**config.mk**
```make
export PLATFORM = sky130hd
export DESIGN_NAME = mbds_encode
export DESIGN_NICKNAME = d
export VERILOG_FILES = /design/src/rtl/mbds_pkg.sv /design/src/rtl/mbds_encode.sv
export SDC_FILE = /design/constraint.sdc
export NUM_CORES = 2
export LEC_CHECK = 0
export BUFFER_PORTS_ARGS = -buffer_cell sky130_fd_sc_hd__buf_4
export CAP_MARGIN = 20
export CORE_ASPECT_RATIO = 1.25
export CORE_UTILIZATION = 35
export DETAILED_ROUTE_END_ITERATION = 10
export GPL_TIMING_DRIVEN = 0
export PLACE_DENSITY = 0.52
export SKIP_LAST_GASP = 1
export SYNTH_ARGS = -nofsm -noshare
export SYNTH_HDL_FRONTEND = slang
export SYNTH_SLANG_ARGS = --single-unit
```
**constraint.sdc**
```tcl
create_clock -name clk -period 3.5 [get_ports clk]
set_input_delay 0 -clock clk [delete_from_list [all_inputs] [get_ports clk]]
set_output_delay 0 -clock clk [all_outputs]
set_load 0.01 [all_outputs]
```
**src/rtl/mbds_pkg.sv**
```systemverilog
// ----------------------------------------------------------------------------
// mbds_pkg: shared constants, types and tables for the mip box downsampler
// Holds the size limits, the sRGB decode and threshold tables and the
// structs passed between the line store, the encoder and the output queue.
// ----------------------------------------------------------------------------
package mbds_pkg;

	// Largest source level width and height.
	localparam int MAX_WIDTH = 4096;
	// Fraction bits of a linear-light sample.
	localparam int LIN_W = 16;

	// Width of the size fields on the configuration port.
	localparam int SIZE_W = 13;
	// A clamped size, 1..MAX_WIDTH.
	localparam int DIM_W = $clog2(MAX_WIDTH + 1);
	// A source column or row position, 0..MAX_WIDTH-1.
	localparam int CNT_W = $clog2(MAX_WIDTH);
	// Line store depth: one row per target column.
	localparam int LINE_DEPTH = (MAX_WIDTH / 2 > 1) ? MAX_WIDTH / 2 : 2;
	localparam int TX_W = $clog2(LINE_DEPTH);

	// Output queue depth; also the number of results that may be in flight.
	localparam int FIFO_DEPTH = 16;
	localparam int FIFO_AW = $clog2(FIFO_DEPTH);
	localparam int CREDIT_W = $clog2(FIFO_DEPTH + 1);

	// Encoder: one binary-search step per stage over the 8 code bits.
	localparam int ENC_STEPS = 8;

	// Configuration register indexes.
	localparam int CFG_IDX_W = 2;
	localparam logic [CFG_IDX_W-1:0] CFG_SOURCE_WIDTH = 2'd0;
	localparam logic [CFG_IDX_W-1:0] CFG_SOURCE_HEIGHT = 2'd1;
	localparam logic [CFG_IDX_W-1:0] CFG_SRGB_MODE = 2'd2;

	typedef logic [LIN_W-1:0] lin_t;
	typedef logic [LIN_W:0] pair_t;
	typedef logic [255:0][LIN_W-1:0] lin_rom_t;

	// One line store row: upper pair sums of one target column.
	typedef struct packed {
		pair_t [2:0] rgb;
		logic [8:0] alpha;
	} line_word_t;

	// Block means handed to the encoder.
	typedef struct packed {
		logic srgb;
		lin_t [2:0] m;
		logic [7:0] alpha;
		logic done;
	} enc_in_t;

	// One finished target pixel.
	typedef struct packed {
		logic [7:0] red;
		logic [7:0] green;
		logic [7:0] blue;
		logic [7:0] alpha;
		logic done;
	} pix_out_t;

	// Fifth power in 2.30 fixed point, truncating after each multiply.
	function automatic logic [63:0] fifth_q30(input logic [63:0] z);
		logic [63:0] p;
		p = z;
		for (int i = 0; i < 4; i++) begin
			p = (p * z) >> 30;
		end
		return p;
	endfunction

	// sRGB decode of n/510 to a linear value with LIN_W fraction bits.
	function automatic lin_t decode_step(input logic [9:0] n);
		logic [63:0] top;
		logic [63:0] r;
		logic [63:0] x;
		logic [63:0] x2;
		logic [63:0] lo;
		logic [63:0] hi;
		logic [63:0] mid;
		logic [63:0] y;
		top = (64'd1 << LIN_W) - 64'd1;
		r = '0;
		mid = '0;
		if (n <= 10'd20) begin
			r = (((64'd200 * 64'(n)) << LIN_W) + 64'd658920) / 64'd1317840;
		end else begin
			x = ((64'd1000 * 64'(n) + 64'd28050) << 30) / 64'd538050;
			x2 = (x * x) >> 30;
			lo = '0;
			hi = 64'd1 << 30;
			// Fifth root of x2 by bisection: 2^30+1 candidates need 31 halvings.
			for (int k = 0; k < 31; k++) begin
				if (lo < hi) begin
					mid = (lo + hi + 64'd1) >> 1;
					if (fifth_q30(mid) <= x2) begin
						lo = mid;
					end else begin
						hi = mid - 64'd1;
					end
				end
			end
			y = (x2 * lo) >> 30;
			r = (y + (64'd1 << (29 - LIN_W))) >> (30 - LIN_W);
		end
		return (r > top) ? top[LIN_W-1:0] : r[LIN_W-1:0];
	endfunction

	function automatic lin_rom_t build_dec_rom();
		lin_rom_t rom;
		for (int k = 0; k < 256; k++) begin
			rom[k] = decode_step(10'(2 * k));
		end
		return rom;
	endfunction

	function automatic lin_rom_t build_thr_rom();
		lin_rom_t rom;
		rom[0] = '0;
		for (int k = 1; k < 256; k++) begin
			rom[k] = decode_step(10'(2 * k - 1));
		end
		return rom;
	endfunction

	// Byte to linear light.
	localparam lin_rom_t DEC_ROM = build_dec_rom();
	// Rounding thresholds: code k is reached when the mean is at least entry k.
	localparam lin_rom_t THR_ROM = build_thr_rom();

endpackage

```
**src/rtl/mbds_encode.sv**
```systemverilog
// ----------------------------------------------------------------------------
// mbds_encode: linear-to-sRGB re-encoder
// Registers the block means, then finds each RGB code by an 8-step binary
// search over the threshold table, one step per pipeline stage.
// ----------------------------------------------------------------------------
module mbds_encode (
	input  logic                  clk,
	input  logic                  arst_n,
	input  logic                  in_vld,
	input  mbds_pkg::enc_in_t     in_data,
	output logic                  out_vld,
	output mbds_pkg::pix_out_t    out_data
);
	import mbds_pkg::*;

	typedef struct packed {
		enc_in_t base;
		logic [2:0][7:0] code;
	} enc_stage_t;

	logic       stg_valid_q [ENC_STEPS+1];
	enc_stage_t stg_data_q  [ENC_STEPS+1];

	// Entry stage: hold the means, codes start at zero.
	always_ff @(posedge clk or negedge arst_n) begin
		if (!arst_n) begin
			stg_valid_q[0] <= 1'b0;
		end else begin
			stg_valid_q[0] <= in_vld;
		end
	end

	always_ff @(posedge clk) begin
		stg_data_q[0].base <= in_data;
		stg_data_q[0].code <= '0;
	end

	for (genvar k = 0; k < ENC_STEPS; k++) begin : g_step
		enc_stage_t nxt;

		// Try setting bit 7-k; keep it if the mean reaches that threshold.
		always_comb begin
			logic [7:0] cand;
			nxt = stg_data_q[k];
			for (int ch = 0; ch < 3; ch++) begin
				cand = stg_data_q[k].code[ch] | (8'd1 << (ENC_STEPS - 1 - k));
				if (THR_ROM[cand] <= stg_data_q[k].base.m[ch]) begin
					nxt.code[ch] = cand;
				end
			end
		end

		always_ff @(posedge clk or negedge arst_n) begin
			if (!arst_n) begin
				stg_valid_q[k+1] <= 1'b0;
			end else begin
				stg_valid_q[k+1] <= stg_valid_q[k];
			end
		end

		always_ff @(posedge clk) begin
			stg_data_q[k+1] <= nxt;
		end
	end

	// Linear mode passes the low byte of the mean.
	always_comb begin
		enc_stage_t last;
		last = stg_data_q[ENC_STEPS];
		out_data.red   = last.base.srgb ? last.code[0] : last.base.m[0][7:0];
		out_data.green = last.base.srgb ? last.code[1] : last.base.m[1][7:0];
		out_data.blue  = last.base.srgb ? last.code[2] : last.base.m[2][7:0];
		out_data.alpha = last.base.alpha;
		out_data.done  = last.base.done;
	end

	assign out_vld = stg_valid_q[ENC_STEPS];

endmodule

```
==> results.md <==
* Outcome: completed
* Max-Cap Viols at 0
* Final Core Density at 42.19%
* Final setup margin at 0.002379 ns
* Top_reg_cell synth: dfxtp_1
* Worst flop-to-flop path endpoint: stg_data_q[2][0]
* Reg power frac at 28.4%
* Final min period at 3.498 ns
* Crit path max fanout at 10
* Area after DPL at 38,670 um^2
* I/O pin total at 95
* Clock Skew at 0.04332 ns
* Combinational fraction of design power at a little under half
* Initial Utilization at 35.44%
* Final TNS setup at 0 ns
* Die width at 290.1 um
* Cell internal pwr at between 15 and 20 mW
* Kind of end point of the critical path: flop
* Slowest stage delay, CP at 0.44 ns
* Clk sinks at about 600
* Hold_ws at 0.04032 ns
* Data arrival time of the critical path at around 4.1 ns
* First-pass GRT wire length at 205.9 mm
* Nets at 5,102
* Final period util at 99.93%
* Most common cell in the netlist: dfxtp_1
* Diodes inserted at 0
* Post-synthesis instance total at 4,288
* Drt total wl at 135.0 mm
* Layout cells sized above 1 at between 10% and 20%
* DRC at 0
* Layout Cells excl Fill at between 5,000 and 6,000
* Final Instance Area at 43,220 um^2
* Clock share of power at about a quarter
* Post-synth top area cell: dfxtp_1
* Mapped Nets at 4,790
* Share of the synthesized area in the top cell type at 33.42%
* Slew headroom at 38.26%
* Post-synthesis sequential area ratio at 34.04%
* Worst-case clock buffer depth at 3
* Switching Fraction at 41.57%
* TritonCTS clock tree: done
* Port-buffer cells at 94
* Commonest cells post-synth: 606 x dfxtp_1, 441 x ha_1, 395 x inv_1, 309 x o21ai_0, 294 x a21oi_1
* Flops & latches, synth at 615
* Critical path, cell by cell: buf_12, clkinvlp_4, ha_1, clkbuf_4, nor2b_1, a21oi_1, nand2_1, a311o_1, a32o_1, ha_1, a21o_1, a21oi_1, nor2b_1, o31ai_1, a22o_1
* Routed WL per cell at 22.57 um
* Inst Count DP at 5,712
* Layout overhead on the synthesized area at 19.04%
* Mean post-synth cell area at 8.467 um^2
* Initial antenna violation count at 0
* Antenna Nets Post-Route at 0
* Worst Hold Path Cells at 2
* Vias in the first global route at 34,120
* Hold worst-path end: stg_data_q[0][63]
* Final setup violation count at 0
* Pre-CTS setup slack at -1.554 ns
* HP Start: in_data[39]
* Async SR Flop Fraction at around 1.5%
* Die height at ~360 um
* Worst ir drop on vdd at 0.4739 mV
* Row count at ~130
* Clk root buf: clkbuf_16
* FF-to-FF setup slack at 0.002 ns
* Worst-Skew Late Latency at 0.66 ns
* Post-DP HPWL at 99.17 mm
* Via count at between 30,000 and 40,000
* Worst-path clk slew at 0.06 ns
* Number of buffers created by CTS at 58
* CP Buf/Inv Count at 3
* Pleak at 19.44 nW
* Final Hold Viols at 0
* Die ar. at ~110,000 um^2
* Cell area after synthesis at 36,300 um^2
* Cells on worst reg2reg path at 15
* Hold Path Class: input pin to flop
* P_sw at 11.88 mW
* RSZ-0062 raised after global routing: true
* PwrDens at 661.1 nW/um^2
* Reg2Reg Launch Point: stg_data_q[1][248]
* Grt ovf at 0
* CP delay by family, top: compound AO/OA/AOI/OAI gates
* Yosys warning count at 0
* Post-synth EDFFs at 0
* Start-to-end type of the worst setup path: flop to flop
* Top post-synthesis cells by area: dfxtp_1 33%, ha_1 15%, o21ai_0 4.3%
* Yosys cell types at a little over 80
* Largest net degree at the start of global routing at 18
* Htree depth at 2
* Core area at 102,400 um^2
* CP Data Required Time at 4.09 ns
* 1st-iter DRT viols at 3,450
* Crit-path slowest cell: dfxtp_4
* GPL Wtd Cong at approximately 1.0
* Vias per cell at 5.808
* Total GRT Usage at 24.99%
* Router iterations before antenna repair at 8
* Max Fclk at ~290 MHz
* Max Slew Vio Count at 0
* Worst Setup Start Kind: flop
* Number of fill cells at 10,150
* Overall power at roughly 29 mW
* Tightest Pin Transition at 0.9260 ns
[repair_timing]
| item | CTS | global route |
|---|---|---|
| resized for setup | 129 | 162 |
| pin swaps | 4 | 21 |
| buffers inserted | 24 | 30 |
| hold buffers | 118 | 0 |
| endpoints found under the hold margin | 68 | 0 |
| gates cloned | 0 | 0 |
| endpoints found under the setup margin | 6 | 9 |
[logic make-up (layout without fill, tap and decap cells)]
logic type	after synthesis	in the layout	share of synthesized area [%]
adder cells (fa/ha/maj)	441	441	15.20
XOR/XNOR	10	10	0.2412
multiplexers	103	103	3.874
flip-flops	615	615	34.04
AND/OR/NAND/NOR	1080	1080	14.55
AO/OA/AOI/OAI	1333	1333	24.25
buffers and inverters	706	1068	7.854
[cells in the final DEF (no fill, tap or decap), types with 118 or more instances in the layout]
cell type and count:
a21oi_1 291, buf_4 164, clkbuf_1 124, dfxtp_1 591
dlygate4sd3_1 118, ha_1 426, inv_1 383, nand2_1 275
nor2_1 240, o21ai_0 301
[metal layers]
layer	vias up	global-route usage (%)	share of wire (%)
li1	16020	-	-
met1	16290	29.93	39
met2	1923	43.63	48
met3	505	3.266	7.4
met4	0	12.80	5.9
met5	-	0	0
[flip-flops by register name, indices dropped and copies added (netlist names)]
signal / cells
stg_valid_q: 8
out_vld: 1
stg_data_q: 606
[worst reg2reg max path, cell delays in order (launching register included)]
cell	delay [ns]
dfxtp_4	0.44
buf_12	0.17
clkinvlp_4	0.16
ha_1	0.29
clkbuf_4	0.20
nor2b_1	0.19
a21oi_1	0.20
nand2_1	0.09
a311o_1	0.33
a32o_1	0.30
ha_1	0.31
a21o_1	0.18
a21oi_1	0.14
nor2b_1	0.07
o31ai_1	0.23
a22o_1	0.15
[how the worst max path moves through the flow]
| stage | from | to | slack [ns] | cells after the start |
|---|---|---|---|---|
| final | stg_data_q[1][248] | stg_data_q[2][0] | 0.002 | 15 |
| after global placement | stg_data_q[1][263] | stg_data_q[2][16] | -1.76 | 15 |
| after global routing | stg_data_q[1][251] | stg_data_q[2][0] | -0.11 | 13 |
| after CTS | stg_data_q[1][263] | stg_data_q[2][16] | -0.01 | 15 |
| after detailed placement | stg_data_q[1][263] | stg_data_q[2][16] | -1.55 | 15 |
| after floorplan | stg_data_q[1][248] | stg_data_q[2][0] | 0.19 | 15 |
[power by group through the flow]
| stage | sequential, mW | combinational (mW) | clock [mW] |
|---|---|---|---|
| 2_1_floorplan | 7.98 | 8.08 | 0 |
| 3_3_place_gp | 8.27 | 12.3 | 0 |
| 3_5_place_dp | 8.27 | 11.9 | 0 |
| 4_1_cts | 8.11 | 12.5 | 7.23 |
| 5_1_grt | 8.18 | 14.3 | 7.52 |
| 6_report | 8.10 | 13.4 | 7.02 |
[layout make-up]
type                       instances  area [um^2]  area share (%)
inverter                         400         1546           3.578
sequential                       615        12400           28.69
clock buffer                      74         1622           3.752
clock inverter                    36        573.1           1.326
multi-input combinational       2967        21610           50.00
buffer                           292         1501           3.474
tap                             1330         1664           3.851
timing repair buffer             266         2300           5.321
(Power assumes the default switching activity.)
