### src/rtl/mbds_pkg.sv
// ----------------------------------------------------------------------------
// mbds_pkg: shared constants, types and tables for the mip box downsampler
// Holds the size limits, the sRGB decode and threshold tables and the
// structs passed between the line store, the encoder and the output queue.
// ----------------------------------------------------------------------------
package mbds_pkg;

	// Largest source level width and height.
	localparam int MAX_WIDTH = 4096;
	// Fraction bits of a linear-light sample.
	localparam int LIN_W = 16;

	// Width of the size fields on the configuration port.
	localparam int SIZE_W = 13;
	// A clamped size, 1..MAX_WIDTH.
	localparam int DIM_W = $clog2(MAX_WIDTH + 1);
	// A source column or row position, 0..MAX_WIDTH-1.
	localparam int CNT_W = $clog2(MAX_WIDTH);
	// Line store depth: one row per target column.
	localparam int LINE_DEPTH = (MAX_WIDTH / 2 > 1) ? MAX_WIDTH / 2 : 2;
	localparam int TX_W = $clog2(LINE_DEPTH);

	// Output queue depth; also the number of results that may be in flight.
	localparam int FIFO_DEPTH = 16;
	localparam int FIFO_AW = $clog2(FIFO_DEPTH);
	localparam int CREDIT_W = $clog2(FIFO_DEPTH + 1);

	// Encoder: one binary-search step per stage over the 8 code bits.
	localparam int ENC_STEPS = 8;

	// Configuration register indexes.
	localparam int CFG_IDX_W = 2;
	localparam logic [CFG_IDX_W-1:0] CFG_SOURCE_WIDTH = 2'd0;
	localparam logic [CFG_IDX_W-1:0] CFG_SOURCE_HEIGHT = 2'd1;
	localparam logic [CFG_IDX_W-1:0] CFG_SRGB_MODE = 2'd2;

	typedef logic [LIN_W-1:0] lin_t;
	typedef logic [LIN_W:0] pair_t;
	typedef logic [255:0][LIN_W-1:0] lin_rom_t;

	// One line store row: upper pair sums of one target column.
	typedef struct packed {
		pair_t [2:0] rgb;
		logic [8:0] alpha;
	} line_word_t;

	// Block means handed to the encoder.
	typedef struct packed {
		logic srgb;
		lin_t [2:0] m;
		logic [7:0] alpha;
		logic done;
	} enc_in_t;

	// One finished target pixel.
	typedef struct packed {
		logic [7:0] red;
		logic [7:0] green;
		logic [7:0] blue;
		logic [7:0] alpha;
		logic done;
	} pix_out_t;

	// Fifth power in 2.30 fixed point, truncating after each multiply.
	function automatic logic [63:0] fifth_q30(input logic [63:0] z);
		logic [63:0] p;
		p = z;
		for (int i = 0; i < 4; i++) begin
			p = (p * z) >> 30;
		end
		return p;
	endfunction

	// sRGB decode of n/510 to a linear value with LIN_W fraction bits.
	function automatic lin_t decode_step(input logic [9:0] n);
		logic [63:0] top;
		logic [63:0] r;
		logic [63:0] x;
		logic [63:0] x2;
		logic [63:0] lo;
		logic [63:0] hi;
		logic [63:0] mid;
		logic [63:0] y;
		top = (64'd1 << LIN_W) - 64'd1;
		r = '0;
		mid = '0;
		if (n <= 10'd20) begin
			r = (((64'd200 * 64'(n)) << LIN_W) + 64'd658920) / 64'd1317840;
		end else begin
			x = ((64'd1000 * 64'(n) + 64'd28050) << 30) / 64'd538050;
			x2 = (x * x) >> 30;
			lo = '0;
			hi = 64'd1 << 30;
			// Fifth root of x2 by bisection: 2^30+1 candidates need 31 halvings.
			for (int k = 0; k < 31; k++) begin
				if (lo < hi) begin
					mid = (lo + hi + 64'd1) >> 1;
					if (fifth_q30(mid) <= x2) begin
						lo = mid;
					end else begin
						hi = mid - 64'd1;
					end
				end
			end
			y = (x2 * lo) >> 30;
			r = (y + (64'd1 << (29 - LIN_W))) >> (30 - LIN_W);
		end
		return (r > top) ? top[LIN_W-1:0] : r[LIN_W-1:0];
	endfunction

	function automatic lin_rom_t build_dec_rom();
		lin_rom_t rom;
		for (int k = 0; k < 256; k++) begin
			rom[k] = decode_step(10'(2 * k));
		end
		return rom;
	endfunction

	function automatic lin_rom_t build_thr_rom();
		lin_rom_t rom;
		rom[0] = '0;
		for (int k = 1; k < 256; k++) begin
			rom[k] = decode_step(10'(2 * k - 1));
		end
		return rom;
	endfunction

	// Byte to linear light.
	localparam lin_rom_t DEC_ROM = build_dec_rom();
	// Rounding thresholds: code k is reached when the mean is at least entry k.
	localparam lin_rom_t THR_ROM = build_thr_rom();

endpackage

### src/rtl/mbds_out_fifo.sv
// ----------------------------------------------------------------------------
// mbds_out_fifo: result queue
// Small register queue that decouples the encoder from the output handshake.
// Space is reserved upstream, so a push always finds room.
// ----------------------------------------------------------------------------
module mbds_out_fifo (
	input  logic                clk,
	input  logic                arst_n,
	input  logic                push,
	input  mbds_pkg::pix_out_t  push_data,
	input  logic                pop,
	output logic                not_empty,
	output mbds_pkg::pix_out_t  head
);
	import mbds_pkg::*;

	pix_out_t            fifo_q [FIFO_DEPTH];
	logic [FIFO_AW-1:0]  wr_ptr_q;
	logic [FIFO_AW-1:0]  rd_ptr_q;
	logic [CREDIT_W-1:0] count_q;

	always_ff @(posedge clk or negedge arst_n) begin
		if (!arst_n) begin
			wr_ptr_q <= '0;
			rd_ptr_q <= '0;
			count_q  <= '0;
		end else begin
			if (push) begin
				wr_ptr_q <= wr_ptr_q + FIFO_AW'(1);
			end
			if (pop) begin
				rd_ptr_q <= rd_ptr_q + FIFO_AW'(1);
			end
			if (push && !pop) begin
				count_q <= count_q + CREDIT_W'(1);
			end else if (pop && !push) begin
				count_q <= count_q - CREDIT_W'(1);
			end
		end
	end

	always_ff @(posedge clk) begin
		if (push) begin
			fifo_q[wr_ptr_q] <= push_data;
		end
	end

	assign not_empty = count_q != '0;
	assign head      = fifo_q[rd_ptr_q];

endmodule

### config.mk
export PLATFORM = sky130hd
export DESIGN_NAME = mbds_out_fifo
export DESIGN_NICKNAME = d
export VERILOG_FILES = /design/src/rtl/mbds_pkg.sv /design/src/rtl/mbds_out_fifo.sv
export SDC_FILE = /design/constraint.sdc
export NUM_CORES = 1
export LEC_CHECK = 0
export CORE_MARGIN = 2
export CORE_UTILIZATION = 32
export CTS_BUF_LIST = sky130_fd_sc_hd__clkbuf_4 sky130_fd_sc_hd__clkbuf_8
export CTS_CLUSTER_SIZE = 12
export DETAILED_ROUTE_END_ITERATION = 10
export DONT_BUFFER_PORTS = 1
export HOLD_SLACK_MARGIN = 0.1
export SLEW_MARGIN = 20
export SYNTH_ARGS = -nofsm -noshare
export SYNTH_HDL_FRONTEND = slang
export SYNTH_SLANG_ARGS = --single-unit
### constraint.sdc
create_clock -name clk -period 10.26 [get_ports clk]
set_input_delay 1.026 -clock clk [delete_from_list [all_inputs] [get_ports clk]]
set_output_delay 1.026 -clock clk [all_outputs]
set_load 0.03 [all_outputs]
==> results of run 1 <==
[worst paths after layout]
check | from | endpoint | cells past startpoint
max in group asynchronous | arst_n | rd_ptr_q[1] | 1
setup / recovery | rd_ptr_q[1] | head[32] | 4
setup reg to reg | wr_ptr_q[0] | fifo_q[6][26] | 5
hold reg to reg | count_q[2] | count_q[2] | 2
hold / removal | pop | rd_ptr_q[0] | 1
min in group asynchronous | arst_n | rd_ptr_q[3] | 1
[what timing repair did]
item / in CTS / in global routing
buffers inserted: 0 / 0
hold buffers: 1 / 0
hold endpoints to repair: 13 / 0
[flip-flops by register name (all words and copies together) (netlist names)]
register  count
rd_ptr_q      4
fifo_q      528
count_q       5
wr_ptr_q      4
[synthesized netlist by cell type (2+ instances only)]
cell / number / area share (%)
clkbuf_1: 26 / 0.47
buf_2: 15 / 0.37
nand2_1: 47 / 0.86
buf_6: 7 / 0.38
a21o_1: 2 / 0.073
xnor2_1: 6 / 0.26
dfrtp_1: 13 / 1.6
inv_1: 4 / 0.073
nor3_1: 6 / 0.15
o21ai_0: 4 / 0.097
a21oi_1: 2 / 0.049
a22oi_1: 66 / 2.4
ha_1: 9 / 0.55
mux2_2: 2 / 0.11
nand2b_1: 5 / 0.15
nand4_1: 2 / 0.061
edfxtp_1: 528 / 77
mux4_2: 132 / 14
nor2b_1: 2 / 0.061
nor2_1: 16 / 0.29
xor2_1: 3 / 0.13
[stage by stage]
stage | util (%) | std cells
after detailed placement | 34.3 | 1724
final | 36.8 | 1879
after global routing | 36.8 | 1879
after global placement | 34.3 | 1724
after floorplan | - | 903
after CTS | 36.8 | 1879
[power by group through the flow]
stage	combinational (µW)	clock [µW]	sequential, µW
5_1_grt	2000	1880	2860
6_report	1860	1730	2830
3_3_place_gp	1910	0	2880
2_1_floorplan	1510	0	2760
3_5_place_dp	1920	0	2890
4_1_cts	1920	1780	2840
[metal layers]
layer	track usage, %	wire (µm)
met1	17.5	18700
met2	22.7	22400
met3	4.06	3170
met4	4.30	1020
met5	0	0
[cell families after synthesis]
family,count (synthesis)
DFF,541
buffers and inverters,53
muxes,135
adders and majority gates,10
xor gates and xnor gates,9
and+or+nand+nor,79
AOI/OAI and AO/OA,76
[area by class of cell]
type	instances	area share, %
inverters	4	0.0644
well taps	846	4.54
multi-input cells	309	18.2
repair buffers	25	0.869
clock buffers	116	6.20
flip-flops and latches	541	69.4
clock inverters	38	0.719
==> results.yml, run 1 <==
status:
  outcome: "finished clean"
power:
  clkPwrFrac_pct: 26.9
  p_leak_uw: 0.00725
  switchingPower_uw: 2140
  power_density_nw_per_um2: 276
  ir_drop_mv: 0.225
  p_total_uw: 6430
  sw_frac_of_total_pct: 33.3
  p_seq_share_pct: 44.1
  p_int_uw: 4280
  comb_power_share_pct: 29.0
synthesis:
  yosys_warnings: 0
  synth_cells: 903
  yosys.area_share.adder_pct: 0.645
  synth.distinct_cells: 27
  synth_nets: 950
  ys_seq_area_share_pct: 78.7
  synthArstFlopShare_pct: 2.40
  synth-compound-area-share_pct: 2.71
  syn_area_um2: 20600
  muxShareOfSynthArea_pct: 14.6
  synth-edff-count: 528
  synth-xor-area-share_pct: 0.384
  synthFlopType: "edfxtp_1"
  synth_top_family_by_area: "multiplexers"
  synth-simple-area-share_pct: 1.60
  ys_ff_latch: 541
  syn_avg_cell_area_um2: 22.8
global_route:
  gr-total-overflow: 0
  grt_pass1_vias: 10000
  grt_pass1_wl_um: 66200
  grt_max_degree: 113
  grtUsageTotal_pct: 13.8
  grt_antenna_before_repair: 0
drt:
  wl_per_cell_um: 24.1
  postRouteAntennaNets: 0
  drtIter0Drc: 838
  dr.pass1.iters: 5
  drcViolationCount: 0
  wirelength_um: 45300
  vias_per_cell: 5.01
  vias: 9413
critical_path:
  worstSetupPathType: "reg -> out"
  path_max_fanout: 71
  critPathBufInv: 1
  cp-start-kind: "flip-flop"
  worstPathRequired_ps: 9230
  path_cells: "buf_4, mux4_2, a22oi_1, nand2_1"
  cp.arrival_ps: 3900
  crit_family: "flip-flops"
  rrSetupSlack_ps: 7910
  max_stage_delay_ps: 1140
  critPathSlowestCell: "dfrtp_4"
  end_kind: "primary output"
layout:
  nets: 1016
  diodes: 0
  syn_to_final_growth_pct: 13.5
  multi_input_area_um2: 4240
  final_cell_mix: "edfxtp_1 (528), mux4_2 (132), clkbuf_8 (92)"
  final_common_cell: "edfxtp_1"
  drive_gt1_share_pct: 29.8
  stdcell_area_um2: 23300
  seqCellArea_um2: 16200
  nFillCells: 5816
placement:
  port_buffers: 0
  pre_cts_ws_ps: 5960
  place_congestion: 0.693
  dpl_cell_area_um2: 21700
  dp_hpwl_um: 22600
floorplanning:
  core_um2: 63300
  start_util_pct: 32.5
  io-pin-count: 71
  dieArea_um2: 66300
  fp.dieH_um: 257
  die_w_um: 257
  row_count: 92
sta:
  hold_viol_final: 0
  period_share_pct: 48.0
  setup_tns_ps: 0
  grt_setup_unrepaired: "no"
  slew_headroom_pct: 26.2
  clock_skew_ps: 30.0
  max_freq_mhz: 203
  layout_setup_ws_ps: 5340
  layout_min_cycle_time_ps: 4920
  max_slew.worst_pin.slew_ps: 1110
  setup_viol: 0
  holdWs_ps: 450
  finalMaxSlewViolations: 0
job:
  maxCapViolations: 0
clock_tree:
  cts.htree.levels: 3
  path_clk_slew_ps: 60
  cts_tree: "done"
  root_buffer: "clkbuf_8"
  numCtsBuffers: 88
  cts_sinks: 541
  cts.path.max_buffers: 3
  cts_resized: 0
  clock_latency_ps: 650
min_path:
  hold_path.class: "in -> reg"
Note: power is estimated with default switching activity, not from simulation.
==> inputs of run 2 (changes only) <==
==> constraint.sdc (replaced) <==
create_clock -name clk -period 4.74 [get_ports clk]
set_input_delay 0.474 -clock clk [delete_from_list [all_inputs] [get_ports clk]]
set_output_delay 0.474 -clock clk [all_outputs]
set_load 0.03 [all_outputs]
==> run 2 against run 1 <==
  * Flip-flop and latch count is the same
  * Sequential power is 110% higher
  * Combinational power rose by 130%
  * Core utilization increased by 0.90 points
  * Critical path depth did not move
  * Via count rose by 1.1%
  * Clock power is 130% higher
  * Register-to-register slack worse by 5700 ps
  * Sequential share of layout area shrank 1.7 points
  * First-iteration DRC count down 6.6%
  * Wire length down 0.30%
==> results.yml, run 2 (synthesis gave the netlist of run 1 again) <==
floorplanning:
  io-pin-count: 71
  start_util_pct: 32.5
  dieArea_um2: 66300
  die_w_um: 257
  fp.dieH_um: 257
  core_um2: 63300
  row_count: 92
layout:
  max_flop_register: "fifo_q"
  diodes: 0
  largest_register_ffs: 528
  syn_to_final_growth_pct: 16.2
  final_common_cell: "edfxtp_1"
  seqCellArea_um2: 16200
  reg_top3: "fifo_q (528), count_q (5)"
  nets: 1057
  fin_cells: 1926
  final_cell_mix: "edfxtp_1 (528), mux4_2 (132), clkbuf_8 (89)"
  drive_gt1_share_pct: 30.6
  multi_input_area_um2: 4240
  nFillCells: 5762
critical_path:
  critPathBufInv: 1
  cp-start-kind: "flip-flop"
  worstRegToRegCells: 5
  max_stage_delay_ps: 900
  path_max_fanout: 34
  critPathSlowestCell: "dfrtp_4"
  worstPathRequired_ps: 4270
  path_cells: "buf_4, mux4_2, a22oi_1, nand2_1"
  crit_family: "flip-flops"
  cp.arrival_ps: 3090
  end_kind: "primary output"
  crit_cells: 4
  worstSetupPathType: "reg -> out"
placement:
  pre_cts_ws_ps: 1800
  dp_hpwl_um: 24300
  place_congestion: 0.710
  numPlacedInstances: 1729
  port_buffers: 0
global_route:
  grt_pass1_wl_um: 66900
  grt_max_degree: 56
  grt_antenna_before_repair: 1
  grtUsageTotal_pct: 13.7
  grt_pass1_vias: 10100
  gr-total-overflow: 0
power:
  ir_drop_mv: 0.359
  p_leak_uw: 0.00752
  power_density_nw_per_um2: 598
sta:
  finalMaxSlewViolations: 0
  max_freq_mhz: 281
  hold_viol_final: 0
  setup_tns_ps: 0
  slew_headroom_pct: 23.8
  clock_skew_ps: 30.6
  setup_viol: 0
  grt_setup_unrepaired: "no"
  period_share_pct: 75.1
  max_slew.worst_pin.slew_ps: 1140
  layout_setup_ws_ps: 1180
  layout_min_cycle_time_ps: 3560
drt:
  drcViolationCount: 0
  vias_per_cell: 4.94
  vias: 9516
  wl_per_cell_um: 23.4
  drtIter0Drc: 783
  wirelength_um: 45100
  dr.pass1.iters: 5
  postRouteAntennaNets: 0
clock_tree:
  root_buffer: "clkbuf_8"
  ctsHoldBuffers: 36
  clock_latency_ps: 660
  cts.htree.levels: 3
  cts_tree: "done"
  cts_sinks: 541
  path_clk_slew_ps: 60
  numCtsBuffers: 88
  post_cts_buffers: 0
  cts_resized: 0
  cts.path.max_buffers: 3
min_path:
  hold_path.class: "in -> reg"
  whs_path_depth: 2
status:
  outcome: "finished clean"
job:
  maxCapViolations: 0
[run 2: cell count changes in the layout (fill, tap and decap cells not counted), sizes merged]
cell,before,now
dlygate4sd3,1,36
clkbuf,116,129
clkinv,36,24
buf,24,30
inv,5,8
bufinv,0,2
[run 2: path summary, 6_finish.rpt]
path | from | endpoint | slack, ps
setup / recovery | rd_ptr_q[0] | head[7] | 1180
hold / removal | push | count_q[0] | 270
setup reg to reg | wr_ptr_q[1] | fifo_q[8][18] | 2190
hold reg to reg | count_q[2] | count_q[2] | 520
max in group asynchronous | arst_n | rd_ptr_q[0] | 3950
min in group asynchronous | arst_n | count_q[4] | 280
[run 2: power breakdown]
group          switching (µW)  leakage (µW)  internal [µW]
sequential                298       0.00492           5780
clock                    1800      0.000932           2180
combinational            2660       0.00166           1580
total                    4750       0.00752           9540
[run 2: metal layers]
layer	global-route usage [%]	wire [µm]	vias up
li1	-	-	4050
met1	18.2	19500	5119
met2	22.5	22300	274
met3	3.52	2440	71
met4	3.82	837	2
met5	0	13	-
[run 2: layout make-up]
type                       count  share of cell area, %
sequential                   541                   67.8
multi-input combinational    309                   17.8
clock buffer                 129                   6.38
tap                          846                   4.43
timing repair buffer          66                   2.71
clock inverter                31                  0.890
inverter                       4                 0.0628
[run 2: per-stage QoR]
| step | util [%] | total power [µW] | hold slack (ps) | area (µm²) |
|---|---|---|---|---|
| 5_1_grt | 37.7 | 15000 | 258 | 23900 |
| 4_1_cts | 37.7 | 14500 | 212 | 23900 |
| 2_1_floorplan | - | 9260 | 178 | 20600 |
| 6_report | 37.7 | 14300 | 274 | 23900 |
| 3_3_place_gp | 34.4 | 10400 | 179 | 21800 |
| 3_5_place_dp | 34.4 | 10400 | 179 | 21800 |
